<file path="config.mk">
export PLATFORM = sky130hd
export DESIGN_NAME = tcw_sequencer
export DESIGN_NICKNAME = d
export VERILOG_FILES = /design/src/sv/tcw_pkg.sv /design/src/sv/tcw_sequencer.sv
export SDC_FILE = /design/constraint.sdc
export NUM_CORES = 1
export LEC_CHECK = 0
export ABC_AREA = 0
export BUFFER_PORTS_ARGS = -buffer_cell sky130_fd_sc_hd__buf_4
export CAP_MARGIN = 20
export CORE_UTILIZATION = 42
export CTS_CLUSTER_DIAMETER = 30
export DETAILED_ROUTE_END_ITERATION = 6
export HOLD_SLACK_MARGIN = 0.05
export PLACE_DENSITY = 0.71
export SLEW_MARGIN = 20
export SYNTH_ARGS = -nofsm -noshare
export SYNTH_HDL_FRONTEND = slang
export SYNTH_SLANG_ARGS = --single-unit
</file>
<file path="constraint.sdc">
create_clock -name clock -period 2.3 [get_ports clock]
set_input_delay 0.115 -clock clock [delete_from_list [all_inputs] [get_ports clock]]
set_output_delay 0.115 -clock clock [all_outputs]
set_load 0.05 [all_outputs]
</file>
<file path="src/sv/tcw_pkg.sv">
// tcw_pkg: screen geometry, character codes, operation codes and shared types
// for the text console writer; no dependencies, imported by all but tcw_ram

package tcw_pkg;

   // screen geometry
   localparam int COLUMNS  = 80;
   localparam int ROWS     = 25;
   localparam int TAB_STOP = 4;
   localparam int CELLS    = COLUMNS * ROWS;

   localparam int COL_W  = $clog2(COLUMNS);
   localparam int ROW_W  = $clog2(ROWS);
   localparam int ADDR_W = $clog2(CELLS);
   localparam int CNT_W  = $clog2(CELLS + 1);

   // fixed port widths
   localparam int OP_W       = 2;
   localparam int CHAR_W     = 8;
   localparam int INDEX_W    = 11;
   localparam int OUT_COL_W  = 7;
   localparam int OUT_ROW_W  = 5;
   localparam int OUT_POS_W  = 11;

   // operation codes
   localparam logic [OP_W-1:0] OP_PUT   = 2'd0;
   localparam logic [OP_W-1:0] OP_CLEAR = 2'd1;
   localparam logic [OP_W-1:0] OP_READ  = 2'd2;

   // character codes
   localparam logic [CHAR_W-1:0] CH_TAB     = 8'h09;
   localparam logic [CHAR_W-1:0] CH_NEWLINE = 8'h0A;
   localparam logic [CHAR_W-1:0] CH_RETURN  = 8'h0D;
   localparam logic [CHAR_W-1:0] CH_SPACE   = 8'h20;
   localparam logic [CHAR_W-1:0] CH_BLANK   = 8'h00;

   localparam logic [CHAR_W-1:0] RESET_COLOR = 8'h07;

   typedef enum logic [2:0] {
      ST_INIT,
      ST_IDLE,
      ST_WRITE,
      ST_SCROLL_COPY,
      ST_SCROLL_FILL,
      ST_CLEAR,
      ST_FINISH
   } state_type;

   // one write port and one read port shared by both stores
   typedef struct packed {
      logic              char_we;
      logic              color_we;
      logic [ADDR_W-1:0] waddr;
      logic [CHAR_W-1:0] char_wdata;
      logic [CHAR_W-1:0] color_wdata;
      logic              re;
      logic [ADDR_W-1:0] raddr;
   } mem_cmd_type;

   typedef struct packed {
      logic [OUT_COL_W-1:0] cursor_col;
      logic [OUT_ROW_W-1:0] cursor_row;
      logic [OUT_POS_W-1:0] cursor_position;
      logic [CHAR_W-1:0]    cell_char;
      logic [CHAR_W-1:0]    cell_color;
      logic                 scrolled;
   } rsp_type;

   function automatic logic [ADDR_W-1:0] cell_addr(input logic [ROW_W-1:0] row,
                                                   input logic [COL_W-1:0] col);
      cell_addr = ADDR_W'(row) * ADDR_W'(COLUMNS) + ADDR_W'(col);
   endfunction

endpackage

</file>
<file path="src/sv/tcw_sequencer.sv">
// tcw_sequencer: cursor state and the control sequencer that drives the
// character and color memories; depends on tcw_pkg

module tcw_sequencer (
   input  logic                          clock,
   input  logic                          reset,
   input  logic                          req_valid,
   output logic                          req_ready,
   input  logic [tcw_pkg::OP_W-1:0]      req_operation,
   input  logic [tcw_pkg::CHAR_W-1:0]    req_char_code,
   input  logic [tcw_pkg::INDEX_W-1:0]   req_cell_index,
   input  logic [tcw_pkg::CHAR_W-1:0]    fill_color,
   input  logic [tcw_pkg::CHAR_W-1:0]    char_rdata,
   input  logic [tcw_pkg::CHAR_W-1:0]    color_rdata,
   output tcw_pkg::mem_cmd_type          mem_cmd,
   input  logic                          slot_free,
   output logic                          done,
   output tcw_pkg::rsp_type              result
);

   import tcw_pkg::*;

   state_type           state_ff, state_in;
   logic [COL_W-1:0]    col_ff, col_in;
   logic [ROW_W-1:0]    row_ff, row_in;
   logic [CHAR_W-1:0]   code_ff, code_in;
   logic                is_tab_ff, is_tab_in;
   logic                is_read_ff, is_read_in;
   logic                scrolled_ff, scrolled_in;
   logic [CNT_W-1:0]    cnt_ff, cnt_in;
   logic                pend_ff, pend_in;
   logic [ADDR_W-1:0]   wr_ff, wr_in;

   logic                accept;
   logic [COL_W:0]      col_inc;
   logic [ROW_W:0]      row_inc;
   logic                wrap;
   logic                row_over;
   logic [COL_W-1:0]    glyph_col;
   logic                glyph_scroll;
   logic                tab_more;
   logic                cnt_last;
   logic                copy_reading;
   logic                copy_last;
   logic                index_ok;
   logic [15:0]         index_ext;
   logic [ROW_W-1:0]    row_bumped;
   logic [15:0]         col_ext, row_ext, pos_ext;

   assign accept       = req_valid && (state_ff == ST_IDLE);
   assign col_inc      = {1'b0, col_ff} + (COL_W+1)'(1);
   assign row_inc      = {1'b0, row_ff} + (ROW_W+1)'(1);
   assign wrap         = col_inc >= (COL_W+1)'(COLUMNS);
   assign row_over     = row_inc >= (ROW_W+1)'(ROWS);
   assign row_bumped   = row_over ? ROW_W'(ROWS - 1) : row_inc[ROW_W-1:0];
   assign glyph_col    = wrap ? '0 : col_inc[COL_W-1:0];
   assign glyph_scroll = wrap && row_over;
   assign tab_more     = is_tab_ff && ((glyph_col % COL_W'(TAB_STOP)) != '0);
   assign cnt_last     = cnt_ff == CNT_W'(CELLS - 1);
   assign copy_reading = cnt_ff < CNT_W'(CELLS);
   assign copy_last    = pend_ff && (wr_ff == ADDR_W'(CELLS - COLUMNS - 1));
   assign index_ext    = 16'(req_cell_index);
   assign index_ok     = 32'(req_cell_index) < CELLS;

   // next state
   always_comb begin
      state_in = state_ff;
      unique case (state_ff)
         ST_INIT: begin
            if (cnt_last) state_in = ST_IDLE;
         end
         ST_IDLE: begin
            if (req_valid) begin
               priority if (req_operation == OP_PUT) begin
                  priority if (req_char_code == CH_NEWLINE) begin
                     state_in = row_over ? ST_SCROLL_COPY : ST_FINISH;
                  end else if (req_char_code == CH_RETURN) begin
                     state_in = ST_FINISH;
                  end else begin
                     state_in = ST_WRITE;
                  end
               end else if (req_operation == OP_CLEAR) begin
                  state_in = ST_CLEAR;
               end else begin
                  state_in = ST_FINISH;
               end
            end
         end
         ST_WRITE: begin
            priority if (glyph_scroll) state_in = ST_SCROLL_COPY;
            else if (tab_more)         state_in = ST_WRITE;
            else                       state_in = ST_FINISH;
         end
         ST_SCROLL_COPY: begin
            if (copy_last) state_in = ST_SCROLL_FILL;
         end
         ST_SCROLL_FILL: begin
            if (cnt_last) state_in = ST_FINISH;
         end
         ST_CLEAR: begin
            if (cnt_last) state_in = ST_FINISH;
         end
         ST_FINISH: begin
            if (slot_free) state_in = ST_IDLE;
         end
         default: state_in = ST_IDLE;
      endcase
   end

   // cursor, counters and captured request
   always_comb begin
      col_in      = col_ff;
      row_in      = row_ff;
      code_in     = code_ff;
      is_tab_in   = is_tab_ff;
      is_read_in  = is_read_ff;
      scrolled_in = scrolled_ff;
      cnt_in      = cnt_ff;
      pend_in     = 1'b0;
      wr_in       = wr_ff;
      unique case (state_ff)
         ST_INIT, ST_CLEAR, ST_SCROLL_FILL: begin
            cnt_in = cnt_ff + CNT_W'(1);
         end
         ST_IDLE: begin
            if (accept) begin
               code_in     = req_char_code;
               is_tab_in   = req_char_code == CH_TAB;
               is_read_in  = (req_operation == OP_READ) && index_ok;
               scrolled_in = 1'b0;
               cnt_in      = CNT_W'(COLUMNS);
               if (req_operation == OP_PUT) begin
                  if (req_char_code == CH_NEWLINE) begin
                     col_in      = '0;
                     row_in      = row_bumped;
                     scrolled_in = row_over;
                  end else if (req_char_code == CH_RETURN) begin
                     col_in = '0;
                  end
               end else if (req_operation == OP_CLEAR) begin
                  col_in = '0;
                  row_in = '0;
                  cnt_in = '0;
               end
            end
         end
         ST_WRITE: begin
            col_in      = glyph_col;
            row_in      = wrap ? row_bumped : row_ff;
            scrolled_in = scrolled_ff | glyph_scroll;
            cnt_in      = CNT_W'(COLUMNS);
         end
         ST_SCROLL_COPY: begin
            // reads run one row ahead of writes, so no entry is read and written at once
            pend_in = copy_reading;
            wr_in   = ADDR_W'(cnt_ff - CNT_W'(COLUMNS));
            if (copy_reading) cnt_in = cnt_ff + CNT_W'(1);
            if (copy_last)    cnt_in = CNT_W'(CELLS - COLUMNS);
         end
         ST_FINISH: begin
         end
         default: begin
         end
      endcase
   end

   // memory commands and handshake
   always_comb begin
      mem_cmd             = '0;
      mem_cmd.raddr       = index_ext[ADDR_W-1:0];
      mem_cmd.waddr       = cnt_ff[ADDR_W-1:0];
      mem_cmd.char_wdata  = CH_BLANK;
      mem_cmd.color_wdata = fill_color;
      req_ready           = 1'b0;
      done                = 1'b0;
      unique case (state_ff)
         ST_INIT: begin
            mem_cmd.char_we     = 1'b1;
            mem_cmd.color_we    = 1'b1;
            mem_cmd.color_wdata = RESET_COLOR;
         end
         ST_CLEAR, ST_SCROLL_FILL: begin
            mem_cmd.char_we  = 1'b1;
            mem_cmd.color_we = 1'b1;
         end
         ST_IDLE: begin
            req_ready  = 1'b1;
            mem_cmd.re = accept && (req_operation == OP_READ);
         end
         ST_WRITE: begin
            mem_cmd.char_we    = 1'b1;
            mem_cmd.waddr      = cell_addr(row_ff, col_ff);
            mem_cmd.char_wdata = is_tab_ff ? CH_SPACE : code_ff;
         end
         ST_SCROLL_COPY: begin
            mem_cmd.re          = copy_reading;
            mem_cmd.raddr       = cnt_ff[ADDR_W-1:0];
            mem_cmd.char_we     = pend_ff;
            mem_cmd.color_we    = pend_ff;
            mem_cmd.waddr       = wr_ff;
            mem_cmd.char_wdata  = char_rdata;
            mem_cmd.color_wdata = color_rdata;
         end
         ST_FINISH: begin
            done = slot_free;
         end
         default: begin
         end
      endcase
   end

   assign col_ext = 16'(col_ff);
   assign row_ext = 16'(row_ff);
   assign pos_ext = 16'(cell_addr(row_ff, col_ff));

   always_comb begin
      result.cursor_col      = col_ext[OUT_COL_W-1:0];
      result.cursor_row      = row_ext[OUT_ROW_W-1:0];
      result.cursor_position = pos_ext[OUT_POS_W-1:0];
      result.cell_char       = is_read_ff ? char_rdata : CH_BLANK;
      result.cell_color      = is_read_ff ? color_rdata : '0;
      result.scrolled        = scrolled_ff;
   end

   always_ff @(posedge clock) begin
      if (reset) begin
         state_ff <= ST_INIT;
         col_ff   <= '0;
         row_ff   <= '0;
         cnt_ff   <= '0;
         pend_ff  <= 1'b0;
      end else begin
         state_ff <= state_in;
         col_ff   <= col_in;
         row_ff   <= row_in;
         cnt_ff   <= cnt_in;
         pend_ff  <= pend_in;
      end
   end

   always_ff @(posedge clock) begin
      code_ff     <= code_in;
      is_tab_ff   <= is_tab_in;
      is_read_ff  <= is_read_in;
      scrolled_ff <= scrolled_in;
      wr_ff       <= wr_in;
   end

endmodule

</file>
---- Word level (Yosys, flattened, before mapping) ----
Cells that the tools add are included.
cells by class
  reduce and logical (&&, ||, !) cells .... 21
  equal/unequal tests ..................... 24
  multipliers ............................. 1
  add/subtract/negate cells ............... 5
  order comparisons ....................... 4
  mux-type cells .......................... 48
  bitwise logic cells ..................... 2
operators with widths
  operator                                                                number
  7-bit two-way mux                                                       8
  11-bit two-way mux                                                      4
  11-bit one-hot mux with 4 select lines                                  1
  19-bit one-hot mux with 2 select lines                                  1
  3-bit two-way mux                                                       11
  5-bit two-way mux                                                       6
  8-bit by 4-bit == test with 1-bit output (second input constant)        3
  8-bit two-way mux                                                       3
  11-bit == test (second input constant)                                  2
  11-bit < comparator (second input constant)                             2
  3-bit one-hot mux with 6 select lines                                   1
  8-bit one-hot mux with 2 select lines                                   1
  7-bit one-hot mux with 2 select lines                                   1
  2-bit != test (second input constant)                                   6
  11-bit by 1-bit adder with 11-bit output (second input constant)        1
  11-bit by 7-bit adder with 11-bit output                                1
  11-bit by 7-bit subtractor with 11-bit output (second input constant)   1
  5-bit one-hot mux with 2 select lines                                   1
  5-bit AND reduction                                                     2
  3-bit == test (second input constant)                                   3
  7-bit by 1-bit adder with 8-bit output (second input constant)          1
  8-bit by 7-bit >= comparator with 1-bit output (second input constant)  1
  1-bit one-hot mux with 2 select lines                                   4
  5-bit by 3-bit multiplier with 7-bit output (second input constant)     1
  other kinds (27)                                                        39
word-level totals
  bits of input ports ..................... 49
  bits in registers ....................... 49
  word-level logic and storage cells ...... 115
  output and inout port bits .............. 83

---- Logic depth before layout (Yosys ltp) ----
  depth after elaboration ................. 8
  gate-level depth with buffers ........... 8
  mapped depth without buffers ............ 8

---- Worst setup path after synthesis ----
No wires, ideal clock.
  kind .................................... reg2out
  start ................................... register row_ff[1]
  end ..................................... output mem_cmd[38] in the netlist's numbering
  buffers on the path ..................... 0
  data required time ...................... 2.185 ns
  setup slack ............................. -1.848 ns
  data arrival time ....................... 4.033 ns
  cell stages (with the launch flop) ...... 9
  path through ............................ dfxtp_1 -> ha_1 -> ha_1 -> fa_1 -> inv_1 -> nor4_1 -> xnor3_1 -> mux2i_1 -> o21ai_0
RTL lines
  what                    RTL line              RTL
  start, declared         tcw_sequencer.sv:25   logic [ROW_W-1:0] row_ff, row_in;
  start signal, assigned  tcw_sequencer.sv:235  row_ff <= row_in;
  end, declared           tcw_sequencer.sv:15   output tcw_pkg::mem_cmd_type mem_cmd,

==> flow_summary.json <==
{
  "status": "finished, violations left",
  "violations": "negative setup slack",
  "worstPathArrival_ns": 2.56,
  "max_freq_mhz": 374,
  "path_clk_slew_ns": 0.10,
  "power_density_mw_per_mm2": 323,
  "synth_area_sq_mm": 0.00394,
  "relSlewSlack_pct": 56.8,
  "place_area_sq_mm": 0.00534,
  "worstSetupStartpointType": "flip-flop",
  "min_period_ns": 2.67,
  "cts.sinks": 49,
  "rows": 34,
  "worstPathCellList": "ha_4, ha_4, fa_2, xnor2_2, nor4_2, xnor3_2, mux2i_2, o21ai_4, buf_6",
  "worst_path_most_repeated_cell": "ha_4",
  "place_hpwl_um": 9700,
  "die_h_um": 98.8,
  "cap_violations": 0,
  "cts-htree-levels": 2,
  "synth-async-reset-ratio_pct": 0,
  "ys_seq_elements": 49,
  "antennaDiodeCount": 0,
  "clock_latency_ns": 0.31,
  "dr.pass1.iters": 5,
  "critPathRequiredTime_ns": 2.18,
  "final_cell_area_sq_mm": 0.00572,
  "worst_slack_ns": -0.372,
  "core_sq_mm": 0.00889,
  "final_antenna_net_count": 0,
  "wl_per_cell_um": 17.1,
  "ys_warn_count": 0,
  "max-vdd-ir-drop_mv": 0.245,
  "leakagePower_nw": 2.45,
  "hold_viol": 0,
  "drive_gt1_share_pct": 38.3,
  "vias_per_cell": 5.80,
  "synth_nets": 555,
  "ys_types": 80,
  "worst_setup_path_end_kind": "output pin",
  "grt_start_max_net_pins": 28,
  "cts_buffers": 5,
  "drc": 0,
  "clockRootBuffer": "clkbuf_8",
  "critPathMaxStageDelay_ns": 0.37,
  "num_vias": 4349,
  "finalSetupViolations": 6,
  "tightest_slew_ns": 0.642,
  "path_max_fanout": 2,
  "grt_usage_pct": 25.8,
  "syn_inst": 488,
  "nFillCells": 763,
  "grt_setup_unrepaired": "true",
  "dieArea_sq_mm": 0.00976,
  "start_util_pct": 44.3,
  "synth_flop_cell": "dfxtp_1",
  "gp_congestion": 0.891,
  "wl_um": 12800,
  "drt_iter0_drc": 395,
  "path_class": "reg2out",
  "synth_area_per_cell_sq_um": 8.07,
  "final_nets": 708,
  "dieWidth_um": 98.8,
  "p_total_mw": 1.85,
  "syn2layout_area_growth_pct": 45.3,
  "grt_pass1_wl_um": 20000,
  "layout_commonest_cell": "buf_4",
  "finClkSkew_ns": 0.00831,
  "cpMaxStageDelayCell": "fa_2",
  "cts_tree": "built",
  "ys_seq_area_share_pct": 30.5,
  "post-route-period-util_pct": 116,
  "grt-ovfl-total": 0,
  "cts_buffer_depth": 2,
  "port_buffers": 131,
  "ios": 132,
  "layout_common_cells": "buf_4 (160), nand2_1 (80), nor2_1 (30), edfxtp_1 (22), a21oi_1 (20)",
  "worstHoldPathType": "in2reg",
  "grt_pass1_vias": 3982,
  "final-max-slew-violation-count": 0,
  "tns_ns": -1.23,
  "antenna_found_initial": 0,
  "synth_edf_count": 22
}
[cells in the mapped netlist (3+ instances only)]
library cell,count,area share [%]
nand4_1,12,1.9
nand2b_1,6,0.95
and3_1,4,0.64
mux2i_1,10,2.5
o22ai_1,7,1.1
buf_2,8,1.0
and2_1,17,2.7
a211oi_1,7,1.3
inv_1,18,1.7
dfxtp_1,27,14
edfxtp_1,22,17
nor4_1,4,0.64
nand2_1,80,7.6
xnor2_1,7,1.6
nor3_1,12,1.5
a21oi_1,22,2.8
a211o_1,3,0.67
clkbuf_1,16,1.5
o21ai_0,31,3.9
a22o_1,7,1.6
o31ai_1,5,0.95
a31oi_1,7,1.1
nor2b_1,5,0.79
nor2_1,32,3.1
buf_4,7,1.3
nand3_1,14,1.8
ha_1,16,5.1
a21o_1,9,1.7
o32ai_1,5,1.1
xor2_1,4,0.89
o211ai_1,4,0.76
[state kept, by name, summed over array words and instances (netlist names), 3 cells and up]
| register | count |
|---|---|
| col_ff | 7 |
| wr_ff | 11 |
| code_ff | 8 |
| row_ff | 5 |
| state_ff | 3 |
| cnt_ff | 11 |
[stage by stage]
step                setup slack (ns)  utilization (%)  instances  hold WS (ns)
finish                        -0.372             64.3        750         0.178
global route                  -0.476             64.3        750         0.182
CTS                           -0.385             63.6        747         0.167
detailed placement            -0.171             60.1        729         0.303
global placement              -0.104             60.1        729         0.301
floorplan                     -0.371                -        488         0.214
[final timing paths]
path | startpoint | end | slack [ns] | depth (start not counted)
min | reset | col_ff[0] | 0.18 | 2
max | row_ff[1] | mem_cmd[38] | -0.37 | 9
min reg2reg | col_ff[1] | col_ff[1] | 0.54 | 2
max reg2reg | row_ff[1] | state_ff[0] | 0.15 | 8
[where the power goes]
group / switching, mW / internal (mW) / total, mW
sequential: 0.00966 / 0.903 / 0.913
combinational: 0.156 / 0.116 / 0.272
clock: 0.327 / 0.334 / 0.661
total: 0.493 / 1.35 / 1.85
[worst max-delay path: cells and delay by family (launching register included)]
kind | cells | cell delay (ns)
multiplexers | 1 | 0.21
AND/OR/NAND/NOR | 1 | 0.22
adder cells (fa/ha/maj) | 3 | 0.77
XOR/XNOR | 2 | 0.46
buffers and inverters | 1 | 0.16
AO/OA/AOI/OAI | 1 | 0.07
flip-flops | 1 | 0.36
[repair_timing]
item	CTS	global route
hold endpoints to repair	8	0
hold buffers	8	0
resized for setup	20	13
setup endpoints to repair	14	23
buffers inserted	4	5
pin swaps	9	4
[routing by layer]
| metal | GRT usage [%] | up-vias | wire [um] |
|---|---|---|---|
| met2 | 41.9 | 181 | 6220 |
| met4 | 7.58 | 0 | 249 |
| li1 | - | 2090 | - |
| met5 | 0 | - | 0 |
| met3 | 3.76 | 21 | 721 |
| met1 | 35.6 | 2057 | 5620 |
[cells by family after synthesis]
group	Yosys count	share of synthesized area (%)
AND/OR/NAND/NOR	216	28.4
AO/OA/AOI/OAI	130	23.0
buffers and inverters	52	6.13
flip-flops	49	30.5
adder cells (fa/ha/maj)	18	6.10
XOR/XNOR	12	3.02
multiplexers	11	2.83
[layout make-up]
type | instances | area (sq um) | share of cell area (%)
Timing Repair Buffer | 179 | 1410 | 24.7
Clock inverter | 3 | 50.0 | 0.875
Clock buffer | 5 | 68.8 | 1.20
Tap cell | 108 | 135 | 2.36
Inverter | 19 | 71.3 | 1.25
Multi-Input combinational cell | 387 | 2750 | 48.1
Sequential cell | 49 | 1230 | 21.5
Power figures use the tool's default switching activity.
